### config.mk
export PLATFORM = sky130hd
export DESIGN_NAME = pump_flow_current_guard_core
export DESIGN_NICKNAME = d
export VERILOG_FILES = /design/src/rtl/core/pfcg_pkg.sv /design/src/rtl/core/pfcg_front.sv /design/src/rtl/core/pfcg_fifo.sv /design/src/rtl/core/pfcg_div.sv /design/src/rtl/core/pfcg_back.sv /design/src/rtl/core/pump_flow_current_guard_core.sv
export SDC_FILE = /design/constraint.sdc
export NUM_CORES = 2
export LEC_CHECK = 0
export BUFFER_PORTS_ARGS = -buffer_cell sky130_fd_sc_hd__buf_2
export CAP_MARGIN = 5
export CORE_MARGIN = 3
export CORE_UTILIZATION = 40
export DETAILED_ROUTE_END_ITERATION = 8
export MAX_ROUTING_LAYER = met4
export PLACE_DENSITY = 0.59
export SETUP_SLACK_MARGIN = 0.3
export SLEW_MARGIN = 15
export SYNTH_ARGS = -nofsm -noshare
export SYNTH_HDL_FRONTEND = slang
export SYNTH_SLANG_ARGS = --single-unit
### constraint.sdc
create_clock -name clk -period 9.15 [get_ports clk]
set_input_delay 0.915 -clock clk [delete_from_list [all_inputs] [get_ports clk]]
set_output_delay 0.915 -clock clk [all_outputs]
set_load 0.1 [all_outputs]
### src/rtl/core/pfcg_pkg.sv
// Shared constants, codes and types for the pump flow/current guard.
package pfcg_pkg;

  localparam int ADC_BITS      = 10;
  localparam int ADC_MAX       = (1 << ADC_BITS) - 1;
  localparam int SENS_MV_PER_A = 66;
  localparam int SCALE_DIV     = ADC_MAX * SENS_MV_PER_A;

  localparam logic [10:0] REF_DEFAULT     = 11'd1100;
  localparam logic [10:0] REF_LOW         = 11'd900;
  localparam logic [10:0] REF_HIGH        = 11'd1200;
  localparam logic [15:0] TIMEOUT_DEFAULT = 16'd2000;
  localparam logic [15:0] INRUSH_DEFAULT  = 16'd5000;

  localparam logic [20:0] VCC_MAX  = 21'h1FFFFF;
  localparam logic [14:0] MA15_MAX = 15'h7FFF;
  localparam logic [13:0] MA14_MAX = 14'h3FFF;

  // register indexes on the config port (byte address = 4 * index)
  localparam logic [1:0] REG_REF_MV  = 2'd0;
  localparam logic [1:0] REG_TIMEOUT = 2'd1;
  localparam logic [1:0] REG_INRUSH  = 2'd2;

  typedef enum logic [1:0] {
    ERR_NONE    = 2'd0,
    ERR_NO_FLOW = 2'd1,
    ERR_UNDER   = 2'd2,
    ERR_OVER    = 2'd3
  } err_t;

  // one classified sample waiting for the back end
  typedef struct packed {
    logic [31:0] now_ms;
    logic        flow_active;
    logic [9:0]  center_adc;
    logic [9:0]  range_adc;
    logic [9:0]  current_adc;
    logic [9:0]  bandgap_adc;
  } item_t;

  typedef struct packed {
    logic       start;
    logic [4:0] steps;   // radix-4 steps, two quotient bits each
  } div_ctl_t;

  typedef struct packed {
    logic        relay_on;
    logic        flow_active;
    logic [1:0]  error_code;
    logic [14:0] current_ma;
    logic [14:0] center_ma;
    logic [13:0] range_ma;
    logic [20:0] vcc_mv;
  } result_t;

endpackage

### src/rtl/core/pfcg_front.sv
// Front end: takes samples, tracks flow pin edges and judges flow activity.
module pfcg_front (
  input  logic                 clk,
  input  logic                 rst,
  input  logic                 in_valid,
  output logic                 in_stall,
  input  logic [31:0]          now_ms,
  input  logic                 flow_level,
  input  logic                 flow_read_ok,
  input  logic [9:0]           center_adc,
  input  logic [9:0]           range_adc,
  input  logic [9:0]           current_adc,
  input  logic [9:0]           bandgap_adc,
  input  logic [15:0]          flow_timeout_ms,
  input  logic                 q_full,
  output logic                 q_push,
  output pfcg_pkg::item_t      q_item
);
  import pfcg_pkg::*;

  logic        prev_flow_level;
  logic [31:0] last_pulse_ms;
  logic        accept;
  logic        falling;
  logic [31:0] pulse_ms_next;
  logic [31:0] elapsed;

  assign in_stall = q_full;
  assign accept   = in_valid && !q_full;
  assign falling  = flow_read_ok && prev_flow_level && !flow_level;

  assign pulse_ms_next = falling ? now_ms : last_pulse_ms;
  assign elapsed       = now_ms - pulse_ms_next;   // wraps modulo 2^32

  always_ff @(posedge clk) begin
    if (rst) begin
      prev_flow_level <= 1'b1;
      last_pulse_ms   <= '0;
    end else if (accept) begin
      last_pulse_ms <= pulse_ms_next;
      if (flow_read_ok) begin
        prev_flow_level <= flow_level;
      end
    end
  end

  assign q_push = accept;

  always_comb begin
    q_item.now_ms      = now_ms;
    q_item.flow_active = elapsed < {16'd0, flow_timeout_ms};
    q_item.center_adc  = center_adc;
    q_item.range_adc   = range_adc;
    q_item.current_adc = current_adc;
    q_item.bandgap_adc = bandgap_adc;
  end

endmodule

### src/rtl/core/pfcg_fifo.sv
// Two-entry queue of classified samples between front and back end.
module pfcg_fifo (
  input  logic                 clk,
  input  logic                 rst,
  input  logic                 push,
  input  pfcg_pkg::item_t      push_item,
  output logic                 full,
  input  logic                 pop,
  output pfcg_pkg::item_t      pop_item,
  output logic                 empty
);
  import pfcg_pkg::*;

  item_t      mem [2];
  logic       wr_ptr;
  logic       rd_ptr;
  logic [1:0] count;
  logic       do_push;
  logic       do_pop;

  assign full     = count == 2'd2;
  assign empty    = count == 2'd0;
  assign do_push  = push && !full;
  assign do_pop   = pop && !empty;
  assign pop_item = mem[rd_ptr];

  always_ff @(posedge clk) begin
    if (do_push) begin
      mem[wr_ptr] <= push_item;
    end
  end

  always_ff @(posedge clk) begin
    if (rst) begin
      wr_ptr <= 1'b0;
      rd_ptr <= 1'b0;
      count  <= 2'd0;
    end else begin
      if (do_push) begin
        wr_ptr <= !wr_ptr;
      end
      if (do_pop) begin
        rd_ptr <= !rd_ptr;
      end
      case ({do_push, do_pop})
        2'b10:   count <= count + 2'd1;
        2'b01:   count <= count - 2'd1;
        default: count <= count;
      endcase
    end
  end

endmodule

### src/rtl/core/pfcg_div.sv
// Radix-4 restoring divider, 32-bit left-aligned dividend, 17-bit divisor.
module pfcg_div (
  input  logic                 clk,
  input  logic                 rst,
  input  pfcg_pkg::div_ctl_t   ctl,
  input  logic [31:0]          dividend,
  input  logic [16:0]          divisor,
  output logic                 done,
  output logic [31:0]          quotient
);
  import pfcg_pkg::*;

  logic        busy;
  logic [4:0]  cnt;
  logic [31:0] num;
  logic [16:0] den;
  logic [16:0] rem;
  logic [31:0] quo;

  logic [17:0] r1;
  logic [17:0] r2;
  logic        b1;
  logic        b2;

  always_comb begin
    r1 = {rem, num[31]};
    b1 = r1 >= {1'b0, den};
    if (b1) begin
      r1 = r1 - {1'b0, den};
    end
    r2 = {r1[16:0], num[30]};
    b2 = r2 >= {1'b0, den};
    if (b2) begin
      r2 = r2 - {1'b0, den};
    end
  end

  always_ff @(posedge clk) begin
    if (ctl.start) begin
      num <= dividend;
      den <= divisor;
      rem <= '0;
      quo <= '0;
    end else if (busy) begin
      num <= {num[29:0], 2'b00};
      rem <= r2[16:0];
      quo <= {quo[29:0], b1, b2};
    end
  end

  always_ff @(posedge clk) begin
    if (rst) begin
      busy <= 1'b0;
      cnt  <= '0;
      done <= 1'b0;
    end else begin
      done <= busy && (cnt == 5'd1);
      if (ctl.start) begin
        busy <= 1'b1;
        cnt  <= ctl.steps;
      end else if (busy) begin
        cnt <= cnt - 5'd1;
        if (cnt == 5'd1) begin
          busy <= 1'b0;
        end
      end
    end
  end

  assign quotient = quo;

endmodule

### src/rtl/core/pfcg_back.sv
// Back end: supply and current scaling through the divider, relay decision, result register.
module pfcg_back (
  input  logic                 clk,
  input  logic                 rst,
  input  logic [10:0]          internal_ref_mv,
  input  logic [15:0]          inrush_ms,
  input  logic                 q_empty,
  input  pfcg_pkg::item_t      q_item,
  output logic                 q_pop,
  output logic                 out_valid,
  input  logic                 out_stall,
  output pfcg_pkg::result_t    result
);
  import pfcg_pkg::*;

  typedef enum logic [10:0] {
    ST_IDLE  = 11'b00000000001,
    ST_VCC_W = 11'b00000000010,
    ST_SCL_S = 11'b00000000100,
    ST_SCL_W = 11'b00000001000,
    ST_CUR_S = 11'b00000010000,
    ST_CUR_W = 11'b00000100000,
    ST_CEN_S = 11'b00001000000,
    ST_CEN_W = 11'b00010000000,
    ST_RNG_S = 11'b00100000000,
    ST_RNG_W = 11'b01000000000,
    ST_FIN   = 11'b10000000000
  } state_t;

  // radix-4 steps for 22-, 32- and 26-bit dividends
  localparam logic [4:0] STEPS_VCC  = 5'd11;
  localparam logic [4:0] STEPS_SCL  = 5'd16;
  localparam logic [4:0] STEPS_PROD = 5'd13;

  state_t      state;
  state_t      state_next;
  item_t       item;
  logic [20:0] vcc;
  logic [14:0] scale;
  logic [14:0] cur;
  logic [14:0] cen;
  logic [13:0] rng;
  logic        relay_state;
  logic [31:0] relay_on_ms;

  div_ctl_t    div_ctl;
  logic [31:0] div_num;
  logic [16:0] div_den;
  logic        div_done;
  logic [31:0] div_quo;

  logic [21:0] ref_x;
  logic [30:0] vcc_k;
  logic [9:0]  mul_adc;
  logic [24:0] adc_prod;
  logic [9:0]  bg_clamped;

  logic        load;
  logic [31:0] on_elapsed;
  logic        inrush;
  logic [15:0] cur_p_rng;
  logic [15:0] cen_p_rng;
  logic        gt_lo;
  logic        lt_lo;
  logic        lt_hi;
  logic        gt_hi;
  logic        run;
  err_t        err;

  pfcg_div u_div (
    .clk      (clk),
    .rst      (rst),
    .ctl      (div_ctl),
    .dividend (div_num),
    .divisor  (div_den),
    .done     (div_done),
    .quotient (div_quo)
  );

  assign ref_x      = 22'(internal_ref_mv) * 22'(ADC_MAX);
  assign vcc_k      = 31'(vcc) * 31'(1000);
  assign bg_clamped = (q_item.bandgap_adc == 10'd0) ? 10'd1 : q_item.bandgap_adc;
  assign adc_prod   = 25'(mul_adc) * 25'(scale);

  always_comb begin
    case (state)
      ST_CEN_S: mul_adc = item.center_adc;
      ST_RNG_S: mul_adc = item.range_adc;
      default:  mul_adc = item.current_adc;
    endcase
  end

  assign q_pop = (state == ST_IDLE) && !q_empty;

  always_comb begin
    div_ctl.start = 1'b0;
    div_ctl.steps = STEPS_PROD;
    div_num       = {1'b0, adc_prod, 6'd0};
    div_den       = 17'd1000;
    case (state)
      ST_IDLE: begin
        div_ctl.start = !q_empty;
        div_ctl.steps = STEPS_VCC;
        div_num       = {ref_x, 10'd0};
        div_den       = {7'd0, bg_clamped};
      end
      ST_SCL_S: begin
        div_ctl.start = 1'b1;
        div_ctl.steps = STEPS_SCL;
        div_num       = {1'b0, vcc_k};
        div_den       = 17'(SCALE_DIV);
      end
      ST_CUR_S, ST_CEN_S: begin
        div_ctl.start = 1'b1;
      end
      ST_RNG_S: begin
        div_ctl.start = 1'b1;
        div_den       = 17'd2000;
      end
      default: begin
        div_ctl.start = 1'b0;
      end
    endcase
  end

  // relay decision; the window compares are done on sums so nothing goes negative
  assign on_elapsed = item.now_ms - relay_on_ms;
  assign inrush     = relay_state && (on_elapsed < {16'd0, inrush_ms});
  assign cur_p_rng  = {1'b0, cur} + {2'b0, rng};
  assign cen_p_rng  = {1'b0, cen} + {2'b0, rng};
  assign gt_lo      = cur_p_rng > {1'b0, cen};
  assign lt_lo      = cur_p_rng < {1'b0, cen};
  assign lt_hi      = {1'b0, cur} < cen_p_rng;
  assign gt_hi      = {1'b0, cur} > cen_p_rng;
  assign run        = item.flow_active && ((gt_lo && lt_hi) || inrush);

  always_comb begin
    if (!item.flow_active) begin
      err = ERR_NO_FLOW;
    end else if (!inrush && lt_lo) begin
      err = ERR_UNDER;
    end else if (!inrush && gt_hi) begin
      err = ERR_OVER;
    end else begin
      err = ERR_NONE;
    end
  end

  assign load = (state == ST_FIN) && (!out_valid || !out_stall);

  always_comb begin
    state_next = state;
    case (state)
      ST_IDLE:  if (!q_empty) state_next = ST_VCC_W;
      ST_VCC_W: if (div_done) state_next = ST_SCL_S;
      ST_SCL_S: state_next = ST_SCL_W;
      ST_SCL_W: if (div_done) state_next = ST_CUR_S;
      ST_CUR_S: state_next = ST_CUR_W;
      ST_CUR_W: if (div_done) state_next = ST_CEN_S;
      ST_CEN_S: state_next = ST_CEN_W;
      ST_CEN_W: if (div_done) state_next = ST_RNG_S;
      ST_RNG_S: state_next = ST_RNG_W;
      ST_RNG_W: if (div_done) state_next = ST_FIN;
      ST_FIN:   if (load) state_next = ST_IDLE;
      default:  state_next = ST_IDLE;
    endcase
  end

  // datapath registers; vcc and the mA values saturate at field width
  always_ff @(posedge clk) begin
    if (q_pop) begin
      item <= q_item;
    end
    if (div_done) begin
      case (state)
        ST_VCC_W: vcc   <= (div_quo > 32'(VCC_MAX)) ? VCC_MAX : div_quo[20:0];
        ST_SCL_W: scale <= div_quo[14:0];
        ST_CUR_W: cur   <= (div_quo > 32'(MA15_MAX)) ? MA15_MAX : div_quo[14:0];
        ST_CEN_W: cen   <= (div_quo > 32'(MA15_MAX)) ? MA15_MAX : div_quo[14:0];
        ST_RNG_W: rng   <= (div_quo > 32'(MA14_MAX)) ? MA14_MAX : div_quo[13:0];
        default:  vcc   <= vcc;
      endcase
    end
    if (load) begin
      result.relay_on    <= run;
      result.flow_active <= item.flow_active;
      result.error_code  <= err;
      result.current_ma  <= cur;
      result.center_ma   <= cen;
      result.range_ma    <= rng;
      result.vcc_mv      <= vcc;
    end
  end

  always_ff @(posedge clk) begin
    if (rst) begin
      state       <= ST_IDLE;
      out_valid   <= 1'b0;
      relay_state <= 1'b0;
      relay_on_ms <= '0;
    end else begin
      state <= state_next;
      if (load) begin
        out_valid   <= 1'b1;
        relay_state <= run;
        if (run && !relay_state) begin
          relay_on_ms <= item.now_ms;
        end
      end else if (!out_stall) begin
        out_valid <= 1'b0;
      end
    end
  end

endmodule

### src/rtl/core/pump_flow_current_guard_core.sv
// Top level of the pump flow/current guard: config registers, front end, queue, back end.
//
//  channel | direction | handshake                 | payload
//  --------+-----------+---------------------------+---------------------------------------
//  in      | input     | in_valid / in_stall       | now_ms, flow_level, flow_read_ok, 4 ADCs
//  out     | output    | out_valid / out_stall     | relay_on, flow_active, error_code, mA, mV
//  cfg     | input     | psel/penable/pwrite/pready| paddr, pwdata, prdata (3 registers)
//
//  A sample takes five passes through the shared radix-4 divider in the back end:
//  supply voltage, scale factor, current, center and range.
//  The front end classifies a sample in the cycle it is taken; a two-entry queue
//  lets up to two more samples be taken while the back end is busy.
//  The result register holds a transaction under out_stall while the next one computes.
//  Reset is synchronous; no clearing pass is needed.
module pump_flow_current_guard_core (
  input  logic        clk,
  input  logic        rst,
  input  logic        in_valid,
  output logic        in_stall,
  input  logic [31:0] now_ms,
  input  logic        flow_level,
  input  logic        flow_read_ok,
  input  logic [9:0]  center_adc,
  input  logic [9:0]  range_adc,
  input  logic [9:0]  current_adc,
  input  logic [9:0]  bandgap_adc,
  output logic        out_valid,
  input  logic        out_stall,
  output logic        relay_on,
  output logic        flow_active,
  output logic [1:0]  error_code,
  output logic [14:0] current_ma,
  output logic [14:0] center_ma,
  output logic [13:0] range_ma,
  output logic [20:0] vcc_mv,
  input  logic        psel,
  input  logic        penable,
  input  logic        pwrite,
  input  logic [3:0]  paddr,
  input  logic [31:0] pwdata,
  output logic [31:0] prdata,
  output logic        pready
);
  import pfcg_pkg::*;

  logic [10:0] internal_ref_mv;
  logic [15:0] flow_timeout_ms;
  logic [15:0] inrush_ms;
  logic        cfg_wr;
  logic [10:0] ref_wdata;

  logic        q_push;
  item_t       q_push_item;
  logic        q_full;
  logic        q_pop;
  item_t       q_pop_item;
  logic        q_empty;
  result_t     result;

  assign pready    = 1'b1;
  assign cfg_wr    = psel && penable && pwrite && pready;
  assign ref_wdata = pwdata[10:0];

  always_ff @(posedge clk) begin
    if (rst) begin
      internal_ref_mv <= REF_DEFAULT;
      flow_timeout_ms <= TIMEOUT_DEFAULT;
      inrush_ms       <= INRUSH_DEFAULT;
    end else if (cfg_wr) begin
      case (paddr[3:2])
        REG_REF_MV: begin
          // out-of-range reference falls back to the default
          internal_ref_mv <= (ref_wdata < REF_LOW || ref_wdata > REF_HIGH) ?
                             REF_DEFAULT : ref_wdata;
        end
        REG_TIMEOUT: flow_timeout_ms <= pwdata[15:0];
        REG_INRUSH:  inrush_ms       <= pwdata[15:0];
        default:     inrush_ms       <= inrush_ms;
      endcase
    end
  end

  always_comb begin
    case (paddr[3:2])
      REG_REF_MV:  prdata = {21'd0, internal_ref_mv};
      REG_TIMEOUT: prdata = {16'd0, flow_timeout_ms};
      REG_INRUSH:  prdata = {16'd0, inrush_ms};
      default:     prdata = '0;
    endcase
  end

  pfcg_front u_front (
    .clk             (clk),
    .rst             (rst),
    .in_valid        (in_valid),
    .in_stall        (in_stall),
    .now_ms          (now_ms),
    .flow_level      (flow_level),
    .flow_read_ok    (flow_read_ok),
    .center_adc      (center_adc),
    .range_adc       (range_adc),
    .current_adc     (current_adc),
    .bandgap_adc     (bandgap_adc),
    .flow_timeout_ms (flow_timeout_ms),
    .q_full          (q_full),
    .q_push          (q_push),
    .q_item          (q_push_item)
  );

  pfcg_fifo u_fifo (
    .clk       (clk),
    .rst       (rst),
    .push      (q_push),
    .push_item (q_push_item),
    .full      (q_full),
    .pop       (q_pop),
    .pop_item  (q_pop_item),
    .empty     (q_empty)
  );

  pfcg_back u_back (
    .clk             (clk),
    .rst             (rst),
    .internal_ref_mv (internal_ref_mv),
    .inrush_ms       (inrush_ms),
    .q_empty         (q_empty),
    .q_item          (q_pop_item),
    .q_pop           (q_pop),
    .out_valid       (out_valid),
    .out_stall       (out_stall),
    .result          (result)
  );

  assign relay_on    = result.relay_on;
  assign flow_active = result.flow_active;
  assign error_code  = result.error_code;
  assign current_ma  = result.current_ma;
  assign center_ma   = result.center_ma;
  assign range_ma    = result.range_ma;
  assign vcc_mv      = result.vcc_mv;

endmodule

; After elaboration in Yosys (flattened, before gate mapping)
; Memory sizes are Yosys's and may differ from the RTL's. A register that Yosys moved wholly into a read port is not among the register bits.
; Index checks and enable logic that the tools add are counted.
; Widths: inputs -> output; s select.
[op_classes]
n_addsub = 9
mul = 3
magnitude_cmp = 13
eq_ne = 25
n_mux = 36
reduce_logical = 45
[op_table]
columns = op, n
row1 = $pmux 11 s11, 1
row2 = $mux 32, 3
row3 = $mux 11, 8
row4 = $lt 32x16->1, 2
row5 = $sub 32x32->32, 2
row6 = $pmux 31 s2, 1
row7 = $pmux 17 s3, 1
row8 = $pmux 16 s3, 1
row9 = $ge 18x17->1, 2
row10 = $mux 17, 2
row11 = $sub 17x17->17, 2
row12 = $add 15x14->16, 2
row13 = $gt 32x14->1 const B, 1
row14 = $gt 32x15->1 const B, 1
row15 = $gt 32x21->1 const B, 1
row16 = $mul 21x7->28 const B, 1
row17 = $mul 10x15->25, 1
row18 = $mul 11x10->21 const B, 1
row19 = $pmux 10 s2, 1
row20 = $reduce_and 2->1, 10
row21 = $gt 15x16->1, 1
row22 = $gt 16x15->1, 1
row23 = $logic_and 1x1->1, 16
row24 = $lt 15x16->1, 1
row25 = other kinds (37), 68
[word_totals]
reg_bits = 442
ram_bits = 146
inputBits = 117
out_inout_bits = 104
word_cells = 168
memories = 1
[memory_table]
columns = memory, depth, width, read_ports, rd_clocked_by_memory_dff, write_ports, line_no
row1 = u_fifo.mem, 2, 73, 1, 1, 1, pfcg_fifo.sv:14  ; item_t mem [2];

; Logic depth before layout (Yosys ltp)
[logic_depth]
word_depth = 7
depth_mapped = 30
ltp_nobuf = 29

; Cells and area by module
; Synthesis repeated with hierarchy kept, for this count alone.
[unflattened]
cells_unflattened = 3965
area_unflattened_um2 = 41700.0
[by_module_without_submodules]
columns = mod, n_inst, cells_each, area_per_inst_um2
row1 = pfcg_back, 1, 2283, 23910.4
row2 = pfcg_div, 1, 593, 5958.2
row3 = pfcg_fifo, 1, 253, 5470.2
row4 = pfcg_front, 1, 582, 4337.9
row5 = pump_flow_current_guard_core, 1, 254, 2023.2

; Worst setup path before layout
; Ideal clock, no wire load.
[synth_timing]
kind = reg-to-reg
from = register u_back.state[2]
to = register u_back.u_div.num[24], data pin
setup_time_ps = 270
arrival_time_ps = 7212
required_ps = 8880
setup_slack_ps = 1668
path_stages_with_launch = 29
path_buffers = 2
period_less_slack_ps = 7482
cell_sequence = dfxtp_1 or3_1 nor4_1 nand2_1 nor3_1 clkbuf_1 a22oi_1 nand2_1 clkbuf_1 nand2_1 fa_1 inv_1 fa_1 fa_1 fa_1 inv_1 fa_1 inv_1 ha_1 and2_1 o21ai_0 o311ai_0 a211o_1 a21o_1 a21oi_1 xor2_1 nor2_1 a221oi_1 a21oi_1
[synth_via]
elab_chain_len = 5
word_cells_on_any_way = 11
cone_classes = 1 x mul / 5 x eq/ne / 4 x mux / 1 x reduce/logical
[synth_rtl]
columns = item, line_no
row1 = from (decl), pfcg_back.sv:35  ; state_t state;
row2 = from (signal assigned), pfcg_back.sv:202  ; state <= state_next;
row3 = $eq 11x9->1 or $eq 11x7->1 (tied branches), "pfcg_back.sv:86, pfcg_back.sv:100"
row4 = $pmux 10 s2, pfcg_back.sv:86  ; case (state)
row5 = $mul 10x15->25, pfcg_back.sv:83  ; assign adc_prod = 25'(mul_adc) * 25'(scale);
row6 = $pmux 31 s2, pfcg_back.sv:100  ; case (state)
row7 = $mux 32 (*), pfcg_div.sv:39  ; if (ctl.start) begin
row8 = to (signal assigned), pfcg_div.sv:40  ; num <= dividend;
row9 = to (signal assigned), pfcg_div.sv:45  ; num <= {num[29:0], 2'b00};
row10 = to (decl), pfcg_div.sv:15  ; logic [31:0] num;
; Mark *: on every way between the ends. The rest lies on a longest branch, timed or not.
; A chain may end at the register's enable or synchronous reset.

; Final worst setup path
; Same ends and word-level chain as after synthesis.

==> out/results.tsv <==
stage	metric	value	unit
status	status	completed	
place	gp_congestion	0.895	
worst_setup_path	start_kind	flip-flop	
logic_synthesis	syn_area	40200	um^2
route	drtPass1Iterations	5	
timing	fmax	122	MHz
worst_setup_path	slowest_stage	fa_1	
cts	cts.sinks	581	
timing	finalSetupTns	0	ns
grt	antenna_found_initial	6	
logic_synthesis	synth_warnings	0	
grt	grt_pass1_vias	28000	
logic_synthesis	netlist_instances	3828	
timing	whs	0.452	ns
min_path	hold_path.class	flip-flop to flip-flop	
worst_setup_path	arrival	8.51	ns
route	wl	96700	um
route	drc	0	
timing	final-setup-viol-count	0	
worst_setup_path	cpPeakStageDelay	0.54	ns
route	ant_nets	0	
logic_synthesis	yosysSeqAreaShare	0.389	
final_layout	final_cells	5328	
logic_synthesis	synth-seq-cells	581	
logic_synthesis	synth_top_area_share	0.298	
cts	cts_htree_levels	3	
power_and_ir_drop	p_leak	18.7	nW
timing	rsz0062_at_grt	false	
power_and_ir_drop	vdd_ir_drop_max	0.439	mV
run	cap_violations	0	
route	drtIter0Drc	1692	
grt	grt_max_degree	99	
grt	grt_use_total	0.193	
place	place_hpwl	73500	um
logic_synthesis	synth_cell_type_count	89	
logic_synthesis	synth_edf_count	399	
worst_setup_path	crit_family	adder cells	
timing	relSlewSlack	0.238	
place	portBuffers	185	
worst_setup_path	critPathCaptureType	flip-flop	
worst_setup_path	crit_top_cell	fa_1	
timing	fin_ws	0.972	ns
floorplanning	die_h	323	um
cts	cts_buffer_depth	3	
cts	root_buffer	clkbuf_16	
final_layout	syn2layout_area_growth	11.2	%
cts	clk_pin_slew	0.06	ns
grt	grt-ovfl-total	0	
logic_synthesis	yosysTopAreaCell	edfxtp_1	
floorplanning	start_util	0.406	
worst_setup_path	critPathKind	flip-flop to flip-flop	
logic_synthesis	synth_area_leaders	edfxtp_1, fa_1, ha_1, dfxtp_1, inv_1	
power_and_ir_drop	totalPowerFinal	14.1	mW
cts	post_cts_resized	0	
final_layout	fin_util	0.451	
grt	grt_pass1_wl	155000	um
final_layout	multi_input_area	22700	um^2
place	place_inst	5198	
route	wl_met1	44800	um
cts	numCtsBuffers	68	
timing	tightest_slew	1.14	ns
floorplanning	fp.dieW	323	um
floorplanning	core_area	99000	um^2
floorplanning	io_pins	221	
cts	cts_tree	yes	
place	place_ws	0.720	ns
route	dr_wl_met3	4740	um
worst_setup_path	cp.required	9.48	ns
timing	final_max_slew_viol_count	0	
cts	clkLatencyLatePin	0.63	ns
worst_setup_path	path_max_fanout	15	
worst_setup_path	path_buf_inv	2	
logic_synthesis	async_flop_share	0	
logic_synthesis	ys.flop_type	edfxtp_1	
timing	skew	0.0177	ns
place	place_area	42400	um^2
logic_synthesis	syn_area_per_cell	10.5	um^2
route	top_layer_used	met4	
route	drt-vias-per-instance	5.26	
timing	fin_crit	8.18	ns
cts	post_cts_buffers	0	
final_layout	fin_nets	4683	
power_and_ir_drop	p_per_area	315	nW/um^2
floorplanning	row_count	115	
timing	fin_crit_sh	0.894	
route	post_drt_wl_per_cell	18.1	um
route	wl_met2	45000	um
final_layout	final_area	44700	um^2
final_layout	fill_cells	9409	
timing	hold_viol_final	0	
floorplanning	dieArea	104000	um^2
cts	holdBufCountCts	0	
final_layout	seq_area	15600	um^2
route	vias	28000	
final_layout	layout-drive-gt1-share	0.118	
==> final cells by class <==
type,count,share of cell area
multi-input cells,2759,0.508
diodes,7,0.000392
flip-flops and latches,581,0.350
inverters,358,0.0301
clock inverters,38,0.00927
repair buffers,213,0.0255
well taps,1287,0.0361
clock buffers,85,0.0410
==> path summary, 6_finish.rpt <==
| path | startpoint | end | slack (ns) | cells past startpoint |
|---|---|---|---|---|
| hold reg to reg | u_front.last_pulse_ms[15]$_SDFFE_PP0P_ | u_front.last_pulse_ms[15]$_SDFFE_PP0P_ | 0.45 | 2 |
| setup / recovery | u_back.state[2]$_SDFFE_PP0P_ | u_back.u_div.num[24]$_DFFE_PP_ | 0.97 | 26 |
| hold / removal | u_front.last_pulse_ms[15]$_SDFFE_PP0P_ | u_front.last_pulse_ms[15]$_SDFFE_PP0P_ | 0.45 | 2 |
| setup reg to reg | u_back.state[2]$_SDFFE_PP0P_ | u_back.u_div.num[24]$_DFFE_PP_ | 0.97 | 26 |
==> power breakdown <==
part | internal (mW) | leakage [nW] | switching (mW)
registers | 3.40 | 5.21 | 0.267
clock network | 1.63 | 1.08 | 1.12
logic | 3.04 | 12.4 | 4.62
==> cell usage after synthesis (all sizes together), types with 52 or more instances <==
master,count
inv,358
nand2b,97
xnor2,88
fa,234
nand3,52
mux2i,128
dfxtp,182
and2,91
nand2,327
ha,351
edfxtp,399
nor3,59
a21oi,230
a21o,73
mux2,67
nor2,228
o21ai,124
clkbuf,104
==> kinds of logic (layout without fill, tap and decap cells) <==
kind of cell,Yosys count,in the layout,synth area share
simple gates,1079,1079,0.132
compound gates,745,745,0.122
fa+ha+maj,585,585,0.226
flops,581,581,0.389
buf+inv,503,694,0.0493
mux,195,195,0.0508
xor+xnor,138,138,0.0301
other cells,2,24,0.000187
==> flip-flops by register name (all words and copies together), names as in the netlist, 2 cells and up, named ones only <==
name / cells
u_fifo.mem: 146
u_back.result: 69
u_back.item: 63
u_back.relay_on_ms: 32
u_back.u_div.quotient: 32
u_front.last_pulse_ms: 32
u_back.u_div.num: 29
u_back.vcc: 21
u_back.u_div.rem: 17
flow_timeout_ms: 16
inrush_ms: 16
u_back.cen: 15
u_back.cur: 15
u_back.scale: 15
u_back.rng: 14
u_back.u_div.den: 12
internal_ref_mv: 11
u_back.state: 11
u_back.u_div.cnt: 5
u_fifo.count: 2
==> cells in the final DEF, fill, tap and decap left out, types with 14 or more instances in the layout <==
master / n
a31oi_1: 25
nor2_1: 222
nor3_1: 56
mux2i_1: 128
o21bai_1: 23
nand3_1: 52
xor2_1: 50
nor4_1: 14
fa_1: 234
and2_1: 90
o21ai_0: 122
a22oi_1: 20
ha_1: 351
or2_2: 50
or3_1: 39
nand4_1: 35
nand2_1: 327
buf_4: 29
conb_1: 17
a21oi_1: 228
mux2_2: 66
buf_2: 184
clkbuf_16: 71
o211ai_1: 19
dfxtp_1: 180
a211oi_1: 36
nor2b_1: 27
a211o_1: 22
and3_1: 18
xnor2_1: 88
nand2b_1: 97
inv_1: 357
clkbuf_1: 14
o21a_1: 30
a21o_1: 73
edfxtp_1: 399
o22ai_1: 16
==> per-layer routing <==
layer | vias up | GRT usage
met1 | 13600 | 0.255
met4 | 0 | 0.0560
met3 | 119 | 0.0327
met5 | - | -
met2 | 537 | 0.305
li1 | 13800 | -
==> worst reg2reg max path, stage by stage (launching register included) <==
cell and delay (ns):
dfxtp_1 0.35, or3_1 0.46, nor4_1 0.29, nand2_1 0.21, nor3_4 0.41, nor2_1 0.28
nand2_1 0.13, nand2_1 0.35, and2_1 0.34, fa_1 0.51, fa_1 0.52, fa_1 0.51
fa_1 0.54, inv_1 0.05, fa_1 0.53, inv_1 0.04, ha_1 0.35, and2_1 0.16
o21ai_0 0.20, o311ai_0 0.32, a211o_1 0.41, a21o_1 0.18, a21oi_1 0.16, xor2_1 0.17
nor2_1 0.06, a221oi_1 0.23, a21oi_1 0.11
No activity file was read; power rests on OpenSTA's default activity.
